`src/hdl/slptf_pkg.sv`:
```
package slptf_pkg;

   localparam int unsigned TABLE_ENTRIES_DEF    = 4096;
   localparam int unsigned PAGE_OFFSET_BITS_DEF = 12;

   localparam int unsigned ADDR_W  = 32;
   localparam int unsigned SIZE_W  = 32;
   localparam int unsigned REQ_W   = 13;
   localparam int unsigned TOT_W   = 32;
   localparam int unsigned BYTES_W = 44;

   typedef struct packed {
      logic [ADDR_W-1:0] logical_address;
      logic [SIZE_W-1:0] request_size;
   } req_type;

   typedef struct packed {
      logic [REQ_W-1:0]   request_hits;
      logic [REQ_W-1:0]   request_faults;
      logic [TOT_W-1:0]   total_hits;
      logic [TOT_W-1:0]   total_faults;
      logic [BYTES_W-1:0] bytes_allocated;
      logic               table_overrun;
   } rsp_type;

   // controller to datapath
   typedef struct packed {
      logic clear_en;
      logic load_en;
      logic walk_en;
   } ctl_cmd_type;

   // datapath to controller
   typedef struct packed {
      logic clear_last;
      logic walk_done;
   } dp_status_type;

endpackage

```
`src/hdl/slptf_ctrl.sv`:
```
module slptf_ctrl (
   input  logic                     clock,
   input  logic                     reset,
   input  logic                     start,
   input  slptf_pkg::dp_status_type status,
   output slptf_pkg::ctl_cmd_type   cmd,
   output logic                     busy,
   output logic                     rsp_strobe
);
   import slptf_pkg::*;

   typedef enum logic [1:0] {
      ST_CLEAR,
      ST_IDLE,
      ST_WALK
   } state_type;

   state_type state_ff;
   logic      busy_ff;
   logic      strobe_ff;

   always_ff @(posedge clock) begin
      if (reset) begin
         state_ff  <= ST_CLEAR;
         busy_ff   <= 1'b1;
         strobe_ff <= 1'b0;
      end else begin
         strobe_ff <= 1'b0;
         case (state_ff)
            ST_CLEAR: begin
               if (status.clear_last) begin
                  state_ff <= ST_IDLE;
                  busy_ff  <= 1'b0;
               end
            end
            ST_IDLE: begin
               if (start) begin
                  state_ff <= ST_WALK;
                  busy_ff  <= 1'b1;
               end
            end
            ST_WALK: begin
               if (status.walk_done) begin
                  state_ff  <= ST_IDLE;
                  busy_ff   <= 1'b0;
                  strobe_ff <= 1'b1;
               end
            end
            default: begin
               state_ff <= ST_CLEAR;
               busy_ff  <= 1'b1;
            end
         endcase
      end
   end

   always_comb begin
      cmd.clear_en = (state_ff == ST_CLEAR);
      cmd.load_en  = (state_ff == ST_IDLE) && start;
      cmd.walk_en  = (state_ff == ST_WALK);
   end

   assign busy       = busy_ff;
   assign rsp_strobe = strobe_ff;

endmodule

```
`config.mk`:
```
export PLATFORM = sky130hd
export DESIGN_NAME = slptf_ctrl
export DESIGN_NICKNAME = d
export VERILOG_FILES = /design/src/hdl/slptf_pkg.sv /design/src/hdl/slptf_ctrl.sv
export SDC_FILE = /design/constraint.sdc
export NUM_CORES = 1
export LEC_CHECK = 0
export ABC_AREA = 1
export BUFFER_PORTS_ARGS = -buffer_cell sky130_fd_sc_hd__buf_2
export CAP_MARGIN = 20
export CORE_AREA = 2 2 39 41
export DETAILED_ROUTE_END_ITERATION = 10
export DIE_AREA = 0 0 41 43
export PLACE_DENSITY_LB_ADDON = 0.1
export RECOVER_POWER = 50
export SETUP_SLACK_MARGIN = 0.1
export SLEW_MARGIN = 20
export SYNTH_ARGS = -nofsm -noshare
export SYNTH_HDL_FRONTEND = slang
export SYNTH_SLANG_ARGS = --single-unit
```
`constraint.sdc`:
```
create_clock -name clock -period 1.08 [get_ports clock]
set_input_delay 0.216 -clock clock [delete_from_list [all_inputs] [get_ports clock]]
set_output_delay 0.216 -clock clock [all_outputs]
set_load 0.03 [all_outputs]
```
-- After elaboration in Yosys (flattened, before gate mapping)
Index checks and enable logic that the tools add are counted.
- output and inout port bits: 5
- register bits: 4
- word-level logic and storage cells: 22
- equality and inequality tests: 5
- muxes and demuxes: 9
- bitwise operators: 1
- reduce and logical (&&, ||, !) cells: 4
- operators by type and width (operator ; count):
    $mux 2 ; 3
    $ne 2x2->1 const B ; 3
    $pmux 2 s3 ; 1
    $mux 1 ; 4
    $pmux 1 s3 ; 1
    $reduce_and 3->1 ; 1
    $eq 2x1->1 const B ; 1
    $eq 2x2->1 const B ; 1
    $logic_not 2->1 ; 1
    $reduce_or 2->1 ; 1
    $logic_and 1x1->1 ; 1
    $not 1->1 ; 1

-- Longest topological paths before layout
Gate-level depths: netlist of run 1.
- word-level depth: 3
- gate-level depth with buffers: 5

-- Worst setup path before layout of run 1
Ideal clock, no wire load.
- kind: register to register
- start: reg state_ff[0]
- end: reg busy_ff (netlist: busy)
- required time: 0.959 ns
- arrival time: 1.099 ns
- setup time: 0.121 ns
- slack: -0.140 ns
- stages on the path, launching flop included: 5
- cells stage by stage: dfxtp_1 -> nor2_1 -> nand2_2 -> nand4_1 -> nand3_1
- RTL lines (element ; line ; text):
    from (decl) ; slptf_ctrl.sv:18 ; state_type state_ff;
    from (signal assigned) ; slptf_ctrl.sv:24 ; state_ff <= ST_CLEAR;
    from (signal assigned) ; slptf_ctrl.sv:32 ; state_ff <= ST_IDLE;
    from (signal assigned) ; slptf_ctrl.sv:38 ; state_ff <= ST_WALK;
    to (signal assigned) ; slptf_ctrl.sv:25 ; busy_ff <= 1'b1;
    to (signal assigned) ; slptf_ctrl.sv:33 ; busy_ff <= 1'b0;
    to (signal assigned) ; slptf_ctrl.sv:39 ; busy_ff <= 1'b1;
    to (decl) ; slptf_ctrl.sv:19 ; logic busy_ff;

==> flow_metrics.py, run 1 <==
metrics = {
    "run_status": {
        "violations": "negative setup slack",
        "status": "finished with violations",
    },
    "setup_path": {
        "crit_family": "flip-flops",
        "start_kind": "flop",
        "max_stage_delay_ps": 380,
        "crit_fanout": 5,
        "end_kind": "primary output",
        "crit_buf_inv": 2,
        "slowest_stage": "dfxtp_4",
        "path_class": "flop to primary output",
        "critical_path_arrival_ps": 940,
        "path_cells": "inv_4, nor3_4, buf_6",
        "critPathRequiredTime_ps": 860,
    },
    "logic_synthesis": {
        "synth_fp_nets": 30,
        "yosysSeqAreaShare_pct": 43.84,
        "syn_avg_cell_area_sq_um": 7.307,
        "syn_area_sq_um": 182.7,
        "synth_seq_cells": 4,
        "syn_inst": 25,
        "synth.distinct_cells": 12,
        "yosys_warnings": 0,
    },
    "floorplan": {
        "die_h_um": 43,
        "ios": 10,
        "start_util_pct": 13.20,
        "die_area_sq_mm": 0.001763,
        "dieWidth_um": 41,
        "core-area_sq_mm": 0.001384,
        "rows": 14,
    },
    "drt": {
        "drt-met1-wl_um": 233,
        "dr_wl_met3_um": 27,
        "vias": 195,
        "viasPerCell": 3.611,
        "topRoutingLayerUsed": "met3",
        "drt_iter0_markers": 2,
        "wire_per_inst_um": 8.926,
        "drtPass1Iterations": 4,
        "drcViolationCount": 0,
        "routed_wl_um": 482,
        "final_antenna_net_count": 0,
        "wl_met2_um": 221,
    },
    "cells_and_area": {
        "drive_gt1_share_pct": 57.89,
        "layout.nets": 45,
        "area_growth_pct": 78.08,
        "nFillCells": 164,
        "mostFrequentLayoutCells": "5 x inv_1, 5 x buf_2, 3 x nand3_1, 3 x clkbuf_4, 3 x buf_6",
        "antennaDiodeCount": 0,
    },
    "power": {
        "power.density_mw_per_mm2": 1490,
        "p_leak_nw": 0.1545,
        "finalPower_mw": 0.4848,
        "peakVddDrop_mv": 0.6618,
    },
    "clocking": {
        "cts_root_buf": "clkbuf_4",
        "insertion_delay_ps": 230,
        "hold_buffers": 0,
        "cts-buffers-inserted": 3,
        "h-tree-depth": 1,
        "clkSlewWorstSetupHoldPaths_ps": 40,
        "cts_tree": "yes",
        "cts.sinks": 4,
        "clock_path_buffers": 2,
    },
    "grt": {
        "grt_pass1_wl_um": 779,
        "grt_pass1_vias": 195,
        "grt_antenna_before_repair": 0,
        "grt_usage_pct": 7.430,
        "overflow": 0,
        "grt_max_degree": 6,
    },
    "sta": {
        "slew_violations": 0,
        "setup-violations-final": 3,
        "finalHoldViolations": 0,
        "worstMarginPinSlew_ps": 209.3,
        "whs_ps": 202.8,
        "timing.final.crit_share_pct": 106.9,
        "period_needed_ps": 1155,
        "skew_ps": 1.451,
        "fin_ws_ps": -74.94,
        "max_freq_ghz": 0.8658,
        "slew-limit-headroom_pct": 85.91,
        "rsz0062_at_grt": "true",
    },
    "worst_hold_path": {
        "min_path_type": "primary input to flop",
    },
    "place": {
        "portBuffers": 9,
        "hpwl_um": 358.1,
        "place.gp.congestion": 0.7361,
    },
    "job": {
        "maxCapViolCount": 0,
    },
}
synth_stat cells, drive strengths merged:
cell type	instances	area, sq um
a211oi	1	7.510
a21oi	1	5.000
dfxtp	4	80.08
inv	7	26.27
nand2	3	13.77
nand3	4	20.02
nand4	1	6.260
nor2	2	7.510
nor3	1	10.01
nor4	1	6.260
worst reg2reg max path, delay by kind of cell, from the launching register on:
family / cells / cell delay, ps
flip-flops: 1 / 360
AND/OR/NAND/NOR: 4 / 280
buffers and inverters: 1 / 150
cell families after synthesis:
kind of cell / synth area share [%]
and+or+nand+nor: 34.94
DFF: 43.84
AOI/OAI and AO/OA: 6.848
buffers and inverters: 14.38
flip-flops by register name, indices dropped and copies added, names as in the netlist:
name	cells
rsp_strobe	1
state_ff	2
busy	1
power by group:
| part | internal, mW | total, mW | switching (mW) |
|---|---|---|---|
| logic | 0.0542 | 0.127 | 0.0732 |
| clock network | 0.124 | 0.182 | 0.0576 |
| registers | 0.160 | 0.176 | 0.0154 |
| total | 0.339 | 0.485 | 0.146 |
metal layers:
| metal | track usage, % | vias to the layer above |
|---|---|---|
| met5 | 0 | - |
| met4 | 2.000 | 0 |
| met3 | 9.424 | 0 |
| met2 | 9.375 | 5 |
| met1 | 7.395 | 80 |
| li1 | - | 110 |
final cells by class:
class | count | area (sq um) | area share (%)
Clock buffer | 3 | 22.52 | 6.923
Sequential cell | 4 | 87.58 | 26.92
Tap cell | 16 | 20.02 | 6.154
Multi-Input combinational cell | 14 | 92.59 | 28.46
Timing Repair Buffer | 10 | 73.82 | 22.69
Inverter | 7 | 28.78 | 8.846
worst paths after layout:
path / end / depth (start not counted) / slack (ps) / startpoint
max reg2reg: busy$_SDFFE_PP1P_ / 5 / 170 / state_ff[0]$_SDFFE_PP0P_
min: state_ff[1]$_SDFFE_PP0P_ / 2 / 200 / reset
max: cmd[1] / 3 / -70 / state_ff[0]$_SDFFE_PP0P_
min reg2reg: busy$_SDFFE_PP1P_ / 2 / 470 / busy$_SDFFE_PP1P_
stage by stage:
stage	util (%)	setup WS, ps	instances	instance area, sq um	setup TNS, ps
2_1_floorplan	-	30.21	25	195.2	0
3_3_place_gp	18.81	69.70	50	260.3	0
3_5_place_dp	18.81	64.69	50	260.3	0
4_1_cts	22.97	-91.71	54	317.8	-175.1
5_1_grt	23.51	-140.3	54	325.3	-279.3
6_report	23.51	-74.94	54	325.3	-117.9
what timing repair did:
action	CTS	global route
buffers inserted	1	0
gates resized for setup	10	4
endpoints found under the setup margin	4	5
No activity file was read; power rests on OpenSTA's default activity.
==> run 2, diff against run 1 <==
--- a/config.mk
+++ b/config.mk
@@ -5,7 +5,6 @@
 export SDC_FILE = /design/constraint.sdc
 export NUM_CORES = 1
 export LEC_CHECK = 0
-export ABC_AREA = 1
 export BUFFER_PORTS_ARGS = -buffer_cell sky130_fd_sc_hd__buf_2
 export CAP_MARGIN = 20
 export CORE_AREA = 2 2 39 41
==> run 2 against run 1 <==
Net effect: the flow still finishes with violations (negative setup slack); maximum frequency shrank 1.5%; worst hold slack lost 8.3 ps; global-route usage grew 1.0 points; worst setup slack lost 18 ps; via count grew 7.7%; critical path type unchanged; largest power group unchanged.
==> flow_metrics.py, run 2 <==
metrics = {
    "run_status": {
        "status": "finished with violations",
        "violations": "negative setup slack",
    },
    "logic_synthesis": {
        "synth_common_cells": "4 x dfxtp_1, 4 x nor2_1",
        "synth_fp_nets": 25,
        "synth_seq_cells": 4,
        "yosys_warnings": 0,
        "yosysSeqAreaShare_pct": 43.24,
        "yosys.area_share.simple_pct": 32.43,
        "synthArstFlopShare_pct": 0,
        "netlist.area_leader.share_pct": 43.24,
        "synth-edff-count": 0,
        "synth_fa_ha_area_share_pct": 0,
        "syn_inst": 20,
        "synthMuxAreaShare_pct": 6.081,
        "synth_top_cell_by_area": "dfxtp_1",
        "synth_xor_area_share_pct": 0,
        "synth.distinct_cells": 14,
        "ys_top_cells_by_area": "dfxtp_1 43%, nor2_1 8.1%, and4bb_2 6.8%",
        "syn_area_sq_um": 185.2,
        "synth-main-ff-cell": "dfxtp_1",
        "synth_compound_area_share_pct": 16.22,
        "syn_avg_cell_area_sq_um": 9.259,
        "synth_top_family_by_area": "simple AND/OR/NAND/NOR gates",
    },
    "cells_and_area": {
        "largest_reg_flops": 2,
        "regArea_sq_um": 87.58,
        "drive_gt1_share_pct": 72.97,
        "antennaDiodeCount": 0,
        "area_growth_pct": 97.97,
        "fin_area_sq_um": 366.6,
        "multiInputGateArea_sq_um": 117.6,
        "layout_commonest_cell": "buf_6",
        "top_register": "state_ff",
        "nFillCells": 151,
        "mostFrequentLayoutCells": "6 x buf_6, 5 x buf_2, 3 x nor2_1, 3 x clkbuf_4, 3 x buf_4",
        "layout.nets": 44,
    },
    "drt": {
        "wire_per_inst_um": 9.830,
        "drt_iter0_markers": 3,
        "routed_wl_um": 521,
        "viasPerCell": 3.962,
        "final_antenna_net_count": 0,
        "vias": 210,
        "drcViolationCount": 0,
        "drtPass1Iterations": 2,
    },
    "setup_path": {
        "critical_path_arrival_ps": 960,
        "end_kind": "primary output",
        "crit_fanout": 5,
        "critPathRequiredTime_ps": 860,
        "start_kind": "flop",
        "path_class": "flop to primary output",
    },
    "grt": {
        "grt_pass1_vias": 221,
        "overflow": 0,
        "grt_pass1_wl_um": 890,
        "grt_max_degree": 6,
        "grt_usage_pct": 8.442,
        "grt_antenna_before_repair": 0,
    },
    "clocking": {
        "cts-buffers-inserted": 3,
        "h-tree-depth": 1,
        "cts_root_buf": "clkbuf_4",
        "clock_path_buffers": 2,
        "hold_buffers": 0,
        "cts_tree": "yes",
        "clkSlewWorstSetupHoldPaths_ps": 40,
        "cts.sinks": 4,
        "insertion_delay_ps": 230,
    },
    "floorplan": {
        "rows": 14,
        "die_h_um": 43,
        "core-area_sq_mm": 0.001384,
        "die_area_sq_mm": 0.001763,
        "start_util_pct": 13.38,
        "ios": 10,
        "dieWidth_um": 41,
    },
    "sta": {
        "setup-violations-final": 4,
        "worstMarginPinSlew_ps": 232.4,
        "slew_violations": 0,
        "timing.final.crit_share_pct": 108.6,
        "rsz0062_at_grt": "true",
        "finalHoldViolations": 0,
        "period_needed_ps": 1173,
        "slew-limit-headroom_pct": 84.34,
        "max_freq_ghz": 0.8524,
        "fin_ws_ps": -93.09,
        "skew_ps": 2.036,
    },
    "power": {
        "p_leak_nw": 0.1669,
        "power.density_mw_per_mm2": 1372,
        "peakVddDrop_mv": 0.4170,
    },
    "place": {
        "placed_cell_area_sq_um": 267.8,
        "portBuffers": 9,
        "place.gp.congestion": 0.7808,
        "preCtsSetupSlack_ps": 73.53,
    },
    "worst_hold_path": {
        "min_path_type": "primary input to flop",
    },
    "job": {
        "maxCapViolCount": 0,
    },
}
==> run 2: cell types whose count changed after synthesis, sizes merged, moves of 2 or more <==
cell / before / now
inv: 7 / 1
nand2: 3 / 1
nand3: 4 / 0
nor2: 2 / 4
==> run 2: repair_timing <==
item,in CTS,in global routing
pin swaps,2,2
setup endpoints to repair,7,6
resized for setup,15,3
buffers inserted,5,1
==> run 2: routing by layer <==
metal | part of all wire, % | wire length [um] | vias up | track usage (%)
met5 | 0 | 0 | - | 0
met2 | 49 | 257 | 7 | 9.375
met1 | 39 | 205 | 96 | 9.677
met3 | 11 | 58 | 0 | 6.283
li1 | - | - | 107 | -
met4 | 0 | 0 | 0 | 8.000
==> run 2: through the flow <==
step	TNS (ps)	hold WS [ps]	power, mW	utilization [%]	cells
2_1_floorplan	0	278.4	0.2337	-	20
3_3_place_gp	0	450.3	0.2744	19.35	47
3_5_place_dp	0	441.1	0.2737	19.35	47
4_1_cts	-272.1	184.5	0.5081	26.13	54
5_1_grt	-420.2	188.0	0.5341	26.49	53
6_report	-252.5	194.5	0.5031	26.49	53
==> run 2: report_power, final <==
| part | total, mW | switching (mW) | internal, mW | leakage [nW] |
|---|---|---|---|---|
| clock network | 0.187 | 0.0624 | 0.124 | 0.0138 |
| logic | 0.146 | 0.0684 | 0.0775 | 0.119 |
| registers | 0.170 | 0.0107 | 0.160 | 0.0343 |
==> run 2: final timing paths <==
check / startpoint / endpoint / slack, ps / cells past startpoint
setup reg to reg: state_ff[1]$_SDFFE_PP0P_ / busy$_SDFFE_PP1P_ / -30 / 4
hold / removal: reset / state_ff[1]$_SDFFE_PP0P_ / 190 / 2
hold reg to reg: busy$_SDFFE_PP1P_ / busy$_SDFFE_PP1P_ / 520 / 2
setup / recovery: state_ff[1]$_SDFFE_PP0P_ / cmd[1] / -90 / 3
==> run 2: critical path, cell delays in order (launching register included) <==
cell      delay, ps
dfxtp_4         350
nand3b_1        170
inv_1            80
buf_6           120
==> run 2: cell type report <==
class                           instances  area share (%)
Inverter                                1           1.024
Multi-Input combinational cell         15           32.08
Tap cell                               16           5.461
Sequential cell                         4           23.89
Timing Repair Buffer                   14           31.40
Clock buffer                            3           6.143
==> run 2: cell families (layout without fill, tap and decap cells) <==
| logic type | after synthesis | in the layout |
|---|---|---|
| AOI/OAI and AO/OA | 4 | 4 |
| buffers and inverters | 1 | 18 |
| DFF | 4 | 4 |
| muxes | 1 | 1 |
| and+or+nand+nor | 10 | 10 |
==> run 3, diff against run 2 <==
--- a/config.mk
+++ b/config.mk
@@ -11,7 +11,6 @@
 export DETAILED_ROUTE_END_ITERATION = 10
 export DIE_AREA = 0 0 41 43
 export PLACE_DENSITY_LB_ADDON = 0.1
-export RECOVER_POWER = 50
 export SETUP_SLACK_MARGIN = 0.1
 export SLEW_MARGIN = 20
 export SYNTH_ARGS = -nofsm -noshare
==> constraint.sdc (replaced) <==
create_clock -name clock -period 1.2 [get_ports clock]
set_input_delay 0.24 -clock clock [delete_from_list [all_inputs] [get_ports clock]]
set_output_delay 0.24 -clock clock [all_outputs]
set_load 0.03 [all_outputs]
==> run 3 against run 2 <==
Net effect: the flow now finishes without violations; total power fell by 18%; non-clock buffer count down 2; clock skew about the same; combinational power fell by 31%; register-to-register slack improved by 200 ps; utilization is 3.5 points lower; global-route usage is 2.2 points lower; sequential power is 9% lower; routed wire length down 11%; final area decreased by 13%; clock power fell by 14%; critical path depth unchanged; largest cell class unchanged.
==> flow_metrics.py, run 3 (synthesis gave the netlist of run 2 again) <==
metrics = {
    "sta": {
        "period_needed_ps": 1173,
        "max_freq_ghz": 0.8523,
        "rsz0062_at_grt": "true",
        "slew_violations": 0,
        "timing.final.crit_share_pct": 97.77,
        "slew-limit-headroom_pct": 88.07,
        "finalHoldViolations": 0,
        "skew_ps": 2.152,
        "whs_ps": 223.9,
        "worstMarginPinSlew_ps": 177.1,
        "setup-violations-final": 0,
    },
    "cells_and_area": {
        "drive_gt1_share_pct": 65.71,
        "largest_reg_flops": 2,
        "mostFrequentLayoutCells": "6 x buf_2, 4 x nor2_1, 4 x buf_4",
        "layout.nets": 42,
        "layout_commonest_cell": "buf_2",
        "top_register": "state_ff",
        "antennaDiodeCount": 0,
        "nFillCells": 164,
        "final_cells": 51,
        "area_growth_pct": 71.62,
    },
    "power": {
        "netSwitchingFraction_pct": 26.90,
        "peakVddDrop_mv": 0.5576,
        "p_leak_nw": 0.1454,
        "p_switching_mw": 0.1116,
        "comb_power_share_pct": 24.4,
        "power.density_mw_per_mm2": 1305,
        "seqPwrFrac_pct": 37.1,
        "clkPwrFrac_pct": 38.6,
        "p_int_mw": 0.3032,
    },
    "drt": {
        "vias": 190,
        "routed_wl_um": 463,
        "final_antenna_net_count": 0,
        "wire_per_inst_um": 9.078,
        "drt_iter0_markers": 4,
        "drtPass1Iterations": 2,
        "drcViolationCount": 0,
        "viasPerCell": 3.725,
    },
    "floorplan": {
        "die_h_um": 43,
        "start_util_pct": 13.38,
        "rows": 14,
        "die_area_sq_mm": 0.001763,
        "ios": 10,
        "core-area_sq_mm": 0.001384,
        "dieWidth_um": 41,
    },
    "setup_path": {
        "crit_fanout": 4,
        "r2r_setup_slack_ps": 170,
        "rr_startpoint": "state_ff[1]$_SDFFE_PP0P_",
        "critical_path_arrival_ps": 930,
        "start_kind": "flop",
        "critPathRequiredTime_ps": 960,
        "end_kind": "primary output",
        "path_class": "flop to primary output",
        "startpoint": "state_ff[1]$_SDFFE_PP0P_",
    },
    "clocking": {
        "cts.sinks": 4,
        "clkSlewWorstSetupHoldPaths_ps": 30,
        "hold_buffers": 0,
        "h-tree-depth": 1,
        "cts_tree": "yes",
        "cts-buffers-inserted": 3,
        "insertion_delay_ps": 230,
        "cts_root_buf": "clkbuf_4",
        "clock_path_buffers": 2,
    },
    "run_status": {
        "status": "finished, final reports clean",
    },
    "grt": {
        "grt_pass1_vias": 175,
        "grt_antenna_before_repair": 0,
        "overflow": 0,
        "grt_pass1_wl_um": 676,
        "grt_usage_pct": 6.212,
        "grt_max_degree": 8,
    },
    "place": {
        "dp.cells": 46,
        "portBuffers": 9,
        "place.gp.congestion": 0.7454,
    },
    "worst_hold_path": {
        "min_from": "reset",
        "min_path_type": "primary input to flop",
    },
    "job": {
        "maxCapViolCount": 0,
    },
}
==> run 3: cell type report <==
class,instances,area [sq um],area share (%)
multi-input combinational,15,103.9,32.68
sequential,4,85.08,26.77
tap,16,20.02,6.299
inverter,1,3.754,1.181
clock buffer,3,22.52,7.087
timing repair buffer,12,82.58,25.98
==> run 3: final timing paths <==
| kind | cells past startpoint | to |
|---|---|---|
| max reg2reg | 3 | state_ff[1]$_SDFFE_PP0P_ |
| max | 3 | cmd[1] |
| min reg2reg | 2 | busy$_SDFFE_PP1P_ |
| min | 2 | state_ff[1]$_SDFFE_PP0P_ |
==> run 3: critical path, stage by stage (launching register included) <==
cell      delay, ps
dfxtp_4         340
nand3b_1        170
inv_1            80
buf_6           120
==> run 3: power groups by stage <==
stage               Clock [mW]  Combinational, mW  Sequential [mW]
floorplan                    0             0.0445            0.166
global placement             0             0.0876            0.157
detailed placement           0             0.0864            0.157
CTS                      0.173              0.102            0.153
global route             0.178              0.107            0.156
finish                   0.160              0.101            0.154
==> run 3: layer usage <==
metal / up-vias / GRT usage (%) / wire (um)
met1: 83 / 6.709 / 225
met2: 5 / 6.875 / 210
met4: 0 / 8.000 / 0
met3: 0 / 3.665 / 28
met5: - / 0 / 0
li1: 102 / - / -
==> run 3: what timing repair did <==
item                                    4_1_cts  5_1_grt
endpoints found under the setup margin        3        3
resized for setup                             8        0
buffers inserted                              2        0
==> run 3: metrics by stage <==
step                cell area (sq um)  total power [mW]  setup TNS, ps  setup WS, ps  utilization (%)
floorplan                       187.7            0.2103              0         191.4                -
global placement                260.3            0.2447              0         134.5            18.81
detailed placement              260.3            0.2434              0         142.7            18.81
CTS                             317.8            0.4283              0         13.45            22.97
global route                    317.8            0.4410         -23.22        -23.22            22.97
finish                          317.8            0.4147              0         26.72            22.97
